[src/design/i2cms_pkg.sv]
// shared types, command codes and phase tables for the i2c master bit sequencer
package i2cms_pkg;

	typedef enum logic [2:0] {
		CMD_START = 3'd0,
		CMD_STOP  = 3'd1,
		CMD_WRITE = 3'd2,
		CMD_READ  = 3'd3,
		CMD_ACK   = 3'd4,
		CMD_NACK  = 3'd5
	} cmd_t;

	localparam logic [7:0] HALF_PERIOD_RST = 8'd3;
	localparam logic [4:0] WR_ACK_PHASE    = 5'd25;
	localparam logic [4:0] WR_BITS_END     = 5'd24;

	// one input tick
	typedef struct packed {
		logic       cmd_valid;
		logic [2:0] req_type;
		logic [7:0] wr_data;
		logic       sda_in;
	} item_t;

	// one result tick
	typedef struct packed {
		logic       scl_out;
		logic       sda_out;
		logic       busy_res;
		logic       done_res;
		logic [7:0] rd_data;
		logic       ack_status;
	} res_t;

	// what a phase does to the pins at its start
	typedef struct packed {
		logic set_scl;
		logic scl;
		logic set_sda;
		logic sda;
	} pin_act_t;

	function automatic logic [4:0] seq_len(cmd_t cmd);
		logic [4:0] n;
		unique case (cmd)
			CMD_START: n = 5'd4;
			CMD_STOP:  n = 5'd3;
			CMD_WRITE: n = 5'd27;
			CMD_READ:  n = 5'd17;
			default:   n = 5'd3;
		endcase
		return n;
	endfunction

	function automatic pin_act_t phase_action(cmd_t cmd, logic [4:0] p, logic [7:0] shift);
		pin_act_t   a;
		logic [8:0] prod;
		logic [2:0] q;
		logic [4:0] r;
		a = '0;
		// p / 3 by reciprocal, exact for the 24 data phases
		prod = {4'b0, p} * 9'd11;
		q = prod[7:5];
		r = p - ({2'b0, q} + {1'b0, q, 1'b0});
		unique case (cmd)
			CMD_START: begin
				if (p == 5'd0) begin
					a.set_sda = 1'b1; a.sda = 1'b1;
				end else if (p == 5'd1) begin
					a.set_scl = 1'b1; a.scl = 1'b1;
				end else if (p == 5'd2) begin
					a.set_sda = 1'b1; a.sda = 1'b0;
				end else begin
					a.set_scl = 1'b1; a.scl = 1'b0;
				end
			end
			CMD_STOP: begin
				if (p == 5'd0) begin
					a.set_sda = 1'b1; a.sda = 1'b0;
				end else if (p == 5'd1) begin
					a.set_scl = 1'b1; a.scl = 1'b1;
				end else begin
					a.set_sda = 1'b1; a.sda = 1'b1;
				end
			end
			CMD_WRITE: begin
				if (p < WR_BITS_END) begin
					if (r == 5'd0) begin
						a.set_sda = 1'b1; a.sda = shift[3'd7 - q];
					end else if (r == 5'd1) begin
						a.set_scl = 1'b1; a.scl = 1'b1;
					end else begin
						a.set_scl = 1'b1; a.scl = 1'b0;
					end
				end else if (p == WR_BITS_END) begin
					a.set_sda = 1'b1; a.sda = 1'b1;
				end else if (p == WR_ACK_PHASE) begin
					a.set_scl = 1'b1; a.scl = 1'b1;
				end else begin
					a.set_scl = 1'b1; a.scl = 1'b0;
				end
			end
			CMD_READ: begin
				if (p == 5'd0) begin
					a.set_sda = 1'b1; a.sda = 1'b1;
				end else begin
					a.set_scl = 1'b1; a.scl = p[0];
				end
			end
			default: begin
				if (p == 5'd0) begin
					a.set_sda = 1'b1; a.sda = (cmd == CMD_NACK);
				end else if (p == 5'd1) begin
					a.set_scl = 1'b1; a.scl = 1'b1;
				end else begin
					a.set_scl = 1'b1; a.scl = 1'b0;
				end
			end
		endcase
		return a;
	endfunction

endpackage

[src/design/i2cms_in_stage.sv]
// input register with stall back to the sender
module i2cms_in_stage (
	input  logic            clk,
	input  logic            arst_n,
	input  logic            in_valid,
	output logic            in_stall,
	input  i2cms_pkg::item_t item,
	input  logic            adv,
	output logic            valid_s1,
	output i2cms_pkg::item_t item_s1
);

	logic load;

	assign in_stall = valid_s1 & ~adv;
	assign load     = in_valid & ~in_stall;

	always_ff @(posedge clk or negedge arst_n) begin
		if (!arst_n) begin
			valid_s1 <= 1'b0;
		end else begin
			valid_s1 <= load | (valid_s1 & ~adv);
		end
	end

	always_ff @(posedge clk) begin
		if (load) begin
			item_s1 <= item;
		end
	end

endmodule

[src/design/i2cms_core.sv]
// bus sequencer state and the per-tick update
module i2cms_core (
	input  logic            clk,
	input  logic            arst_n,
	input  logic            cfg_we,
	input  logic [7:0]      cfg_wdata,
	input  logic            adv,
	input  i2cms_pkg::item_t item_s1,
	output i2cms_pkg::res_t  res
);

	logic [7:0]      half_period_q;
	logic [4:0]      phase_q,  phase_d;
	logic [7:0]      tick_q,   tick_d;
	logic [7:0]      shift_q,  shift_d;
	i2cms_pkg::cmd_t cmd_q,    cmd_d;
	logic            scl_q,    scl_d;
	logic            sda_q,    sda_d;
	logic            ack_q,    ack_d;
	logic            busy_q,   busy_d;
	logic [7:0]      rd_hold_q, rd_hold_d;
	logic            done_d;

	always_comb begin
		logic [7:0]         tick_inc;
		logic [4:0]         phase_inc;
		logic [7:0]         shift_smp;
		i2cms_pkg::pin_act_t act;
		phase_d   = phase_q;
		tick_d    = tick_q;
		shift_d   = shift_q;
		cmd_d     = cmd_q;
		scl_d     = scl_q;
		sda_d     = sda_q;
		ack_d     = ack_q;
		busy_d    = busy_q;
		rd_hold_d = rd_hold_q;
		done_d    = 1'b0;
		tick_inc  = tick_q + 8'd1;
		phase_inc = phase_q + 5'd1;
		shift_smp = shift_q;
		act       = '0;
		if (busy_q) begin
			if (tick_inc >= half_period_q) begin
				// sample at the end of the scl-high phase
				if (cmd_q == i2cms_pkg::CMD_WRITE && phase_q == i2cms_pkg::WR_ACK_PHASE) begin
					ack_d = item_s1.sda_in;
				end else if (cmd_q == i2cms_pkg::CMD_READ && phase_q[0]) begin
					shift_smp = {shift_q[6:0], item_s1.sda_in};
				end
				shift_d = shift_smp;
				tick_d  = 8'd0;
				if (phase_inc >= i2cms_pkg::seq_len(cmd_q)) begin
					busy_d  = 1'b0;
					done_d  = 1'b1;
					phase_d = 5'd0;
					if (cmd_q == i2cms_pkg::CMD_READ) begin
						rd_hold_d = shift_smp;
					end
				end else begin
					phase_d = phase_inc;
					act = i2cms_pkg::phase_action(cmd_q, phase_inc, shift_smp);
				end
			end else begin
				tick_d = tick_inc;
			end
		end else if (item_s1.cmd_valid && item_s1.req_type <= 3'(i2cms_pkg::CMD_NACK)) begin
			cmd_d   = i2cms_pkg::cmd_t'(item_s1.req_type);
			busy_d  = 1'b1;
			phase_d = 5'd0;
			tick_d  = 8'd0;
			shift_d = (cmd_d == i2cms_pkg::CMD_WRITE) ? item_s1.wr_data : 8'd0;
			act = i2cms_pkg::phase_action(cmd_d, 5'd0, shift_d);
		end
		if (act.set_scl) begin
			scl_d = act.scl;
		end
		if (act.set_sda) begin
			sda_d = act.sda;
		end
	end

	always_ff @(posedge clk or negedge arst_n) begin
		if (!arst_n) begin
			half_period_q <= i2cms_pkg::HALF_PERIOD_RST;
			phase_q   <= 5'd0;
			tick_q    <= 8'd0;
			shift_q   <= 8'd0;
			cmd_q     <= i2cms_pkg::CMD_START;
			scl_q     <= 1'b1;
			sda_q     <= 1'b1;
			ack_q     <= 1'b0;
			busy_q    <= 1'b0;
			rd_hold_q <= 8'd0;
		end else begin
			if (cfg_we) begin
				half_period_q <= cfg_wdata;
			end
			if (adv) begin
				phase_q   <= phase_d;
				tick_q    <= tick_d;
				shift_q   <= shift_d;
				cmd_q     <= cmd_d;
				scl_q     <= scl_d;
				sda_q     <= sda_d;
				ack_q     <= ack_d;
				busy_q    <= busy_d;
				rd_hold_q <= rd_hold_d;
			end
		end
	end

	assign res.scl_out    = scl_d;
	assign res.sda_out    = sda_d;
	assign res.busy_res   = busy_d;
	assign res.done_res   = done_d;
	assign res.rd_data    = rd_hold_d;
	assign res.ack_status = ack_d;

endmodule

[src/design/i2cms_out_reg.sv]
// result register towards the receiver
module i2cms_out_reg (
	input  logic           clk,
	input  logic           arst_n,
	input  logic           adv,
	input  i2cms_pkg::res_t res,
	input  logic           out_stall,
	output logic           out_valid,
	output i2cms_pkg::res_t res_q
);

	always_ff @(posedge clk or negedge arst_n) begin
		if (!arst_n) begin
			out_valid <= 1'b0;
		end else begin
			out_valid <= adv | (out_valid & out_stall);
		end
	end

	always_ff @(posedge clk) begin
		if (adv) begin
			res_q <= res;
		end
	end

endmodule

[src/design/i2c_master_bit_sequencer.sv]
// i2c master bit sequencer: one bus timing tick per input transaction
//
// Each input transaction on in_valid/in_stall is one tick of bus time. It may
// carry a command (cmd_valid, req_type, wr_data) and always carries the sampled
// sda_in level. Start, stop, write byte, read byte, ack and nack each run as a
// fixed series of phases of half_period ticks; commands that arrive while busy
// are dropped. Every input transaction gives exactly one output transaction on
// out_valid/out_stall holding the scl/sda drive, busy, a done pulse, the last
// read byte and the last write acknowledge.
// From input acceptance a transaction is held in the input register, then the
// update is written into the result register, where the result is offered.
// Throughput is one transaction per cycle while the result side is not stalled.
// A stalled result is held in the result register; an empty input register
// still takes one more transaction, and once it holds one, in_stall is raised until out_stall drops.
// half_period is written through cfg_we/cfg_wdata; the user must write it while idle, the block does not enforce this.
// Reset brings both lines released, the block idle and half_period to 3.
module i2c_master_bit_sequencer (
	input  logic       clk,
	input  logic       arst_n,
	input  logic       cfg_we,
	input  logic [7:0] cfg_wdata,
	input  logic       in_valid,
	output logic       in_stall,
	input  logic       cmd_valid,
	input  logic [2:0] req_type,
	input  logic [7:0] wr_data,
	input  logic       sda_in,
	output logic       out_valid,
	input  logic       out_stall,
	output logic       scl_out,
	output logic       sda_out,
	output logic       busy_res,
	output logic       done_res,
	output logic [7:0] rd_data,
	output logic       ack_status
);

	i2cms_pkg::item_t item, item_s1;
	i2cms_pkg::res_t  res, res_q;
	logic             valid_s1;
	logic             adv;

	assign item.cmd_valid = cmd_valid;
	assign item.req_type  = req_type;
	assign item.wr_data   = wr_data;
	assign item.sda_in    = sda_in;

	assign adv = valid_s1 & (~out_valid | ~out_stall);

	i2cms_in_stage u_in (
		.clk      (clk),
		.arst_n   (arst_n),
		.in_valid (in_valid),
		.in_stall (in_stall),
		.item     (item),
		.adv      (adv),
		.valid_s1 (valid_s1),
		.item_s1  (item_s1)
	);

	i2cms_core u_core (
		.clk       (clk),
		.arst_n    (arst_n),
		.cfg_we    (cfg_we),
		.cfg_wdata (cfg_wdata),
		.adv       (adv),
		.item_s1   (item_s1),
		.res       (res)
	);

	i2cms_out_reg u_out (
		.clk       (clk),
		.arst_n    (arst_n),
		.adv       (adv),
		.res       (res),
		.out_stall (out_stall),
		.out_valid (out_valid),
		.res_q     (res_q)
	);

	assign scl_out    = res_q.scl_out;
	assign sda_out    = res_q.sda_out;
	assign busy_res   = res_q.busy_res;
	assign done_res   = res_q.done_res;
	assign rd_data    = res_q.rd_data;
	assign ack_status = res_q.ack_status;

endmodule

[config.mk]
export PLATFORM = sky130hd
export DESIGN_NAME = i2c_master_bit_sequencer
export DESIGN_NICKNAME = d
export VERILOG_FILES = /design/src/design/i2cms_pkg.sv /design/src/design/i2cms_in_stage.sv /design/src/design/i2cms_core.sv /design/src/design/i2cms_out_reg.sv /design/src/design/i2c_master_bit_sequencer.sv
export SDC_FILE = /design/constraint.sdc
export NUM_CORES = 1
export LEC_CHECK = 0
export BUFFER_PORTS_ARGS = -buffer_cell sky130_fd_sc_hd__buf_2
export CORE_MARGIN = 2
export CORE_UTILIZATION = 54
export DETAILED_ROUTE_END_ITERATION = 16
export GPL_TIMING_DRIVEN = 0
export PLACE_DENSITY = 0.76
export SYNTH_ARGS = -nofsm -noshare
export SYNTH_HDL_FRONTEND = slang
export SYNTH_SLANG_ARGS = --single-unit
[constraint.sdc]
create_clock -name clk -period 5.35 [get_ports clk]
set_input_delay 1.605 -clock clk [delete_from_list [all_inputs] [get_ports clk]]
set_output_delay 1.605 -clock clk [all_outputs]
set_load 0.02 [all_outputs]
==> results.yml <==
synthesis:
  netlist_instances: 461
  yosys_warnings: 0
  syn_nets: 527
  synth_top_flop_cell: "dfrtp_1"
  async_reset_ff_share_pct: 63.9
  ys_ff_latch: 72
  netlist_area_um2: 4670
  ys_types: 69
  synth_edf_count: 26
  yosysSeqAreaShare_pct: 41.5
  avgSynthCellArea_um2: 10.1
global_routing:
  grt_pass1_wl_um: 18600
  grtUsageTotal_pct: 24.1
  grt_busiest_layer: "met2"
  grt_use_met3_pct: 3.97
  grt_pass1_vias: 3847
  overflow: 0
  grt_max_degree: 47
  met1_usage_pct: 32.3
  use_met2_pct: 39.9
  antenna_found_initial: 0
route:
  wire_per_inst_um: 17.0
  via_count: 3865
  drt-total-wl_um: 11000
  drtPass1Iterations: 5
  drtAntennaViolNets: 0
  drtIter0Drc: 254
  viasPerCell: 5.95
  drc: 0
setup_path:
  critPathKind: "reg -> reg"
  worst_ep_required_time_ps: 5570
  critPathArrivalTime_ps: 5650
  path_max_fanout: 5
  startpoint_type: "register"
  critPathCaptureType: "register"
final_layout:
  syn2layout_area_growth_pct: 23.1
  n_fill_cell: 615
  layout.cells.most_common: "nand2_1"
  nets: 606
  drive_gt1_share_pct: 32.5
  insertedDiodeCount: 0
  instances_no_fill: 650
  layout_common_cells: "nand2_1 (55), buf_2 (47), dfrtp_1 (40)"
sta:
  maxSlewViolCount: 0
  max_freq_ghz: 0.184
  fin_ws_ps: -80.7
  relSlewSlack_pct: 5.84
  fin_crit_ps: 5430
  period_share_pct: 102
  worst_slew_pin_slew_ps: 1390
  rsz0062_at_grt: "yes"
  hold_viol: 0
  fin_tns_setup_ps: -107
  fin_skew_ps: 11.1
  finalSetupViolations: 3
clock_network:
  root_buffer: "clkbuf_8"
  cts_tree: "built"
  clock_sinks: 72
  cts_buffer_depth: 2
  cts_buffers: 9
  clk_latency_ps: 350
  cts_hold_buf: 0
  path_clk_slew_ps: 80
  cts_htree_levels: 3
placement:
  gp_congestion: 0.883
  dp_cells: 606
  io_buffer_count: 40
  dp_hpwl_um: 7620
floorplanning:
  die-width_um: 97.0
  core_area_um2: 8300
  rows: 33
  dieArea_um2: 9400
  start_util_pct: 56.2
  die_y_um: 97.0
  num_io_pins: 41
power:
  ir_drop_mv: 0.225
  p_clk_share_pct: 20.0
  p_comb_share_pct: 47.0
  seqPwrFrac_pct: 33.0
  p_leak_nw: 2.58
  switching_power_mw: 0.879
  power.internal_mw: 1.33
  swShare_pct: 39.7
  power_density_nw_per_um2: 385
run_status:
  outcome: "complete, but fails checks"
  failed_checks: "negative setup slack"
min_path:
  hold_class: "reg -> reg"
job:
  drv_cap: 0
-- repair_timing --
item,in CTS,in global routing
pin swaps,13,15
setup buffers,15,13
endpoints found under the setup margin,4,4
gates resized for setup,22,29
-- synthesized netlist by cell type (4+ instances only) --
library cell,number,share of area (%)
buf_2,8,0.86
a32o_1,7,1.5
o211ai_1,4,0.64
a22oi_1,5,0.80
dfrtp_1,42,23
o31ai_1,6,0.96
dfstp_2,4,2.3
nand2_1,55,4.4
nand2b_1,9,1.2
nand3_1,14,1.5
edfxtp_1,26,17
a211oi_1,4,0.64
a211o_1,5,0.94
clkbuf_1,7,0.56
ha_1,37,9.9
mux2_2,18,4.3
o22ai_1,5,0.67
mux2_4,8,2.6
o21ai_0,21,2.3
inv_1,32,2.6
a21o_1,11,1.8
a21oi_1,13,1.4
nor2_1,32,2.6
xnor2_1,7,1.3
or3_1,4,0.54
xor2_1,9,1.7
-- flip-flops by register name (all words and copies together) (netlist names) --
name	count
u_core.phase_q	5
u_out.out_valid	1
u_in.valid_s1	1
u_core.scl_q	1
u_core.ack_q	1
u_core.half_period_q	8
u_core.busy_q	1
u_core.cmd_q	3
u_core.shift_q	8
u_core.sda_q	1
u_in.item_s1	13
u_core.rd_hold_q	8
u_out.res_q	13
u_core.tick_q	8
-- kinds of logic after synthesis --
logic type	after synthesis	synth area share (%)
compound gates	106	16.4
mux	28	7.40
xor+xnor	17	3.48
simple gates	149	15.6
buf+inv	49	4.40
fa+ha+maj	40	11.2
flops	72	41.5
-- power groups by stage --
stage	clock, mW	combinational (mW)	sequential [mW]
floorplan	0	0.638	0.734
global placement	0	0.800	0.738
detailed placement	0	0.842	0.744
CTS	0.450	0.939	0.723
global route	0.479	1.15	0.740
finish	0.443	1.04	0.730
-- layer usage --
metal | share of wire [%] | wire [um]
met1 | 44 | 4830
met2 | 50 | 5490
met3 | 4.1 | 454
met4 | 2.4 | 269
met5 | 0 | 0
-- critical path: stages (launching register included) --
cell	delay, ps
dfrtp_2	450
buf_8	150
nand3_4	70
xor2_4	180
inv_2	60
ha_1	280
inv_1	50
fa_1	490
inv_2	50
ha_4	230
nand4_1	170
a21oi_2	100
or3b_4	410
xnor2_4	150
fa_1	570
inv_2	50
ha_4	260
a2111o_1	440
a31oi_1	240
a21oi_1	110
or3_1	400
a31oi_2	230
mux2_4	170
-- metrics by stage --
step           util [%]  total power [mW]  worst slack (ps)  area (um^2)  hold WS (ps)
6_report           69.2              2.21             -80.7         5750           511
5_1_grt            69.2              2.36              -237         5750           539
4_1_cts            66.4              2.11              7.55         5510           510
3_5_place_dp       61.2              1.59              -644         5080           473
3_3_place_gp       61.2              1.54              -553         5080           460
2_1_floorplan         -              1.37              50.0         4740           444
-- cell type report --
| cell class | instances | area (um^2) | area share, % |
|---|---|---|---|
| Inverter | 32 | 125 | 2.18 |
| Clock buffer | 9 | 124 | 2.16 |
| Buffer | 17 | 114 | 1.98 |
| Timing Repair Buffer | 68 | 414 | 7.21 |
| Multi-Input combinational cell | 340 | 2820 | 49.1 |
| Clock inverter | 7 | 78.8 | 1.37 |
| Tap cell | 105 | 131 | 2.29 |
| Sequential cell | 72 | 1940 | 33.8 |
-- path summary, 6_finish.rpt --
kind | start | end | slack, ps | cells past startpoint
min in group asynchronous | arst_n | u_core.half_period_q[3] | 1460 | 1
hold reg to reg | u_in.valid_s1 | u_out.out_valid | 510 | 1
max in group asynchronous | arst_n | u_core.phase_q[1] | 3160 | 1
hold / removal | u_in.valid_s1 | u_out.out_valid | 510 | 1
setup / recovery | u_core.phase_q[0] | u_out.res_q[12] | -80 | 22
setup reg to reg | u_core.phase_q[0] | u_out.res_q[12] | -80 | 22
Power figures use the tool's default switching activity.
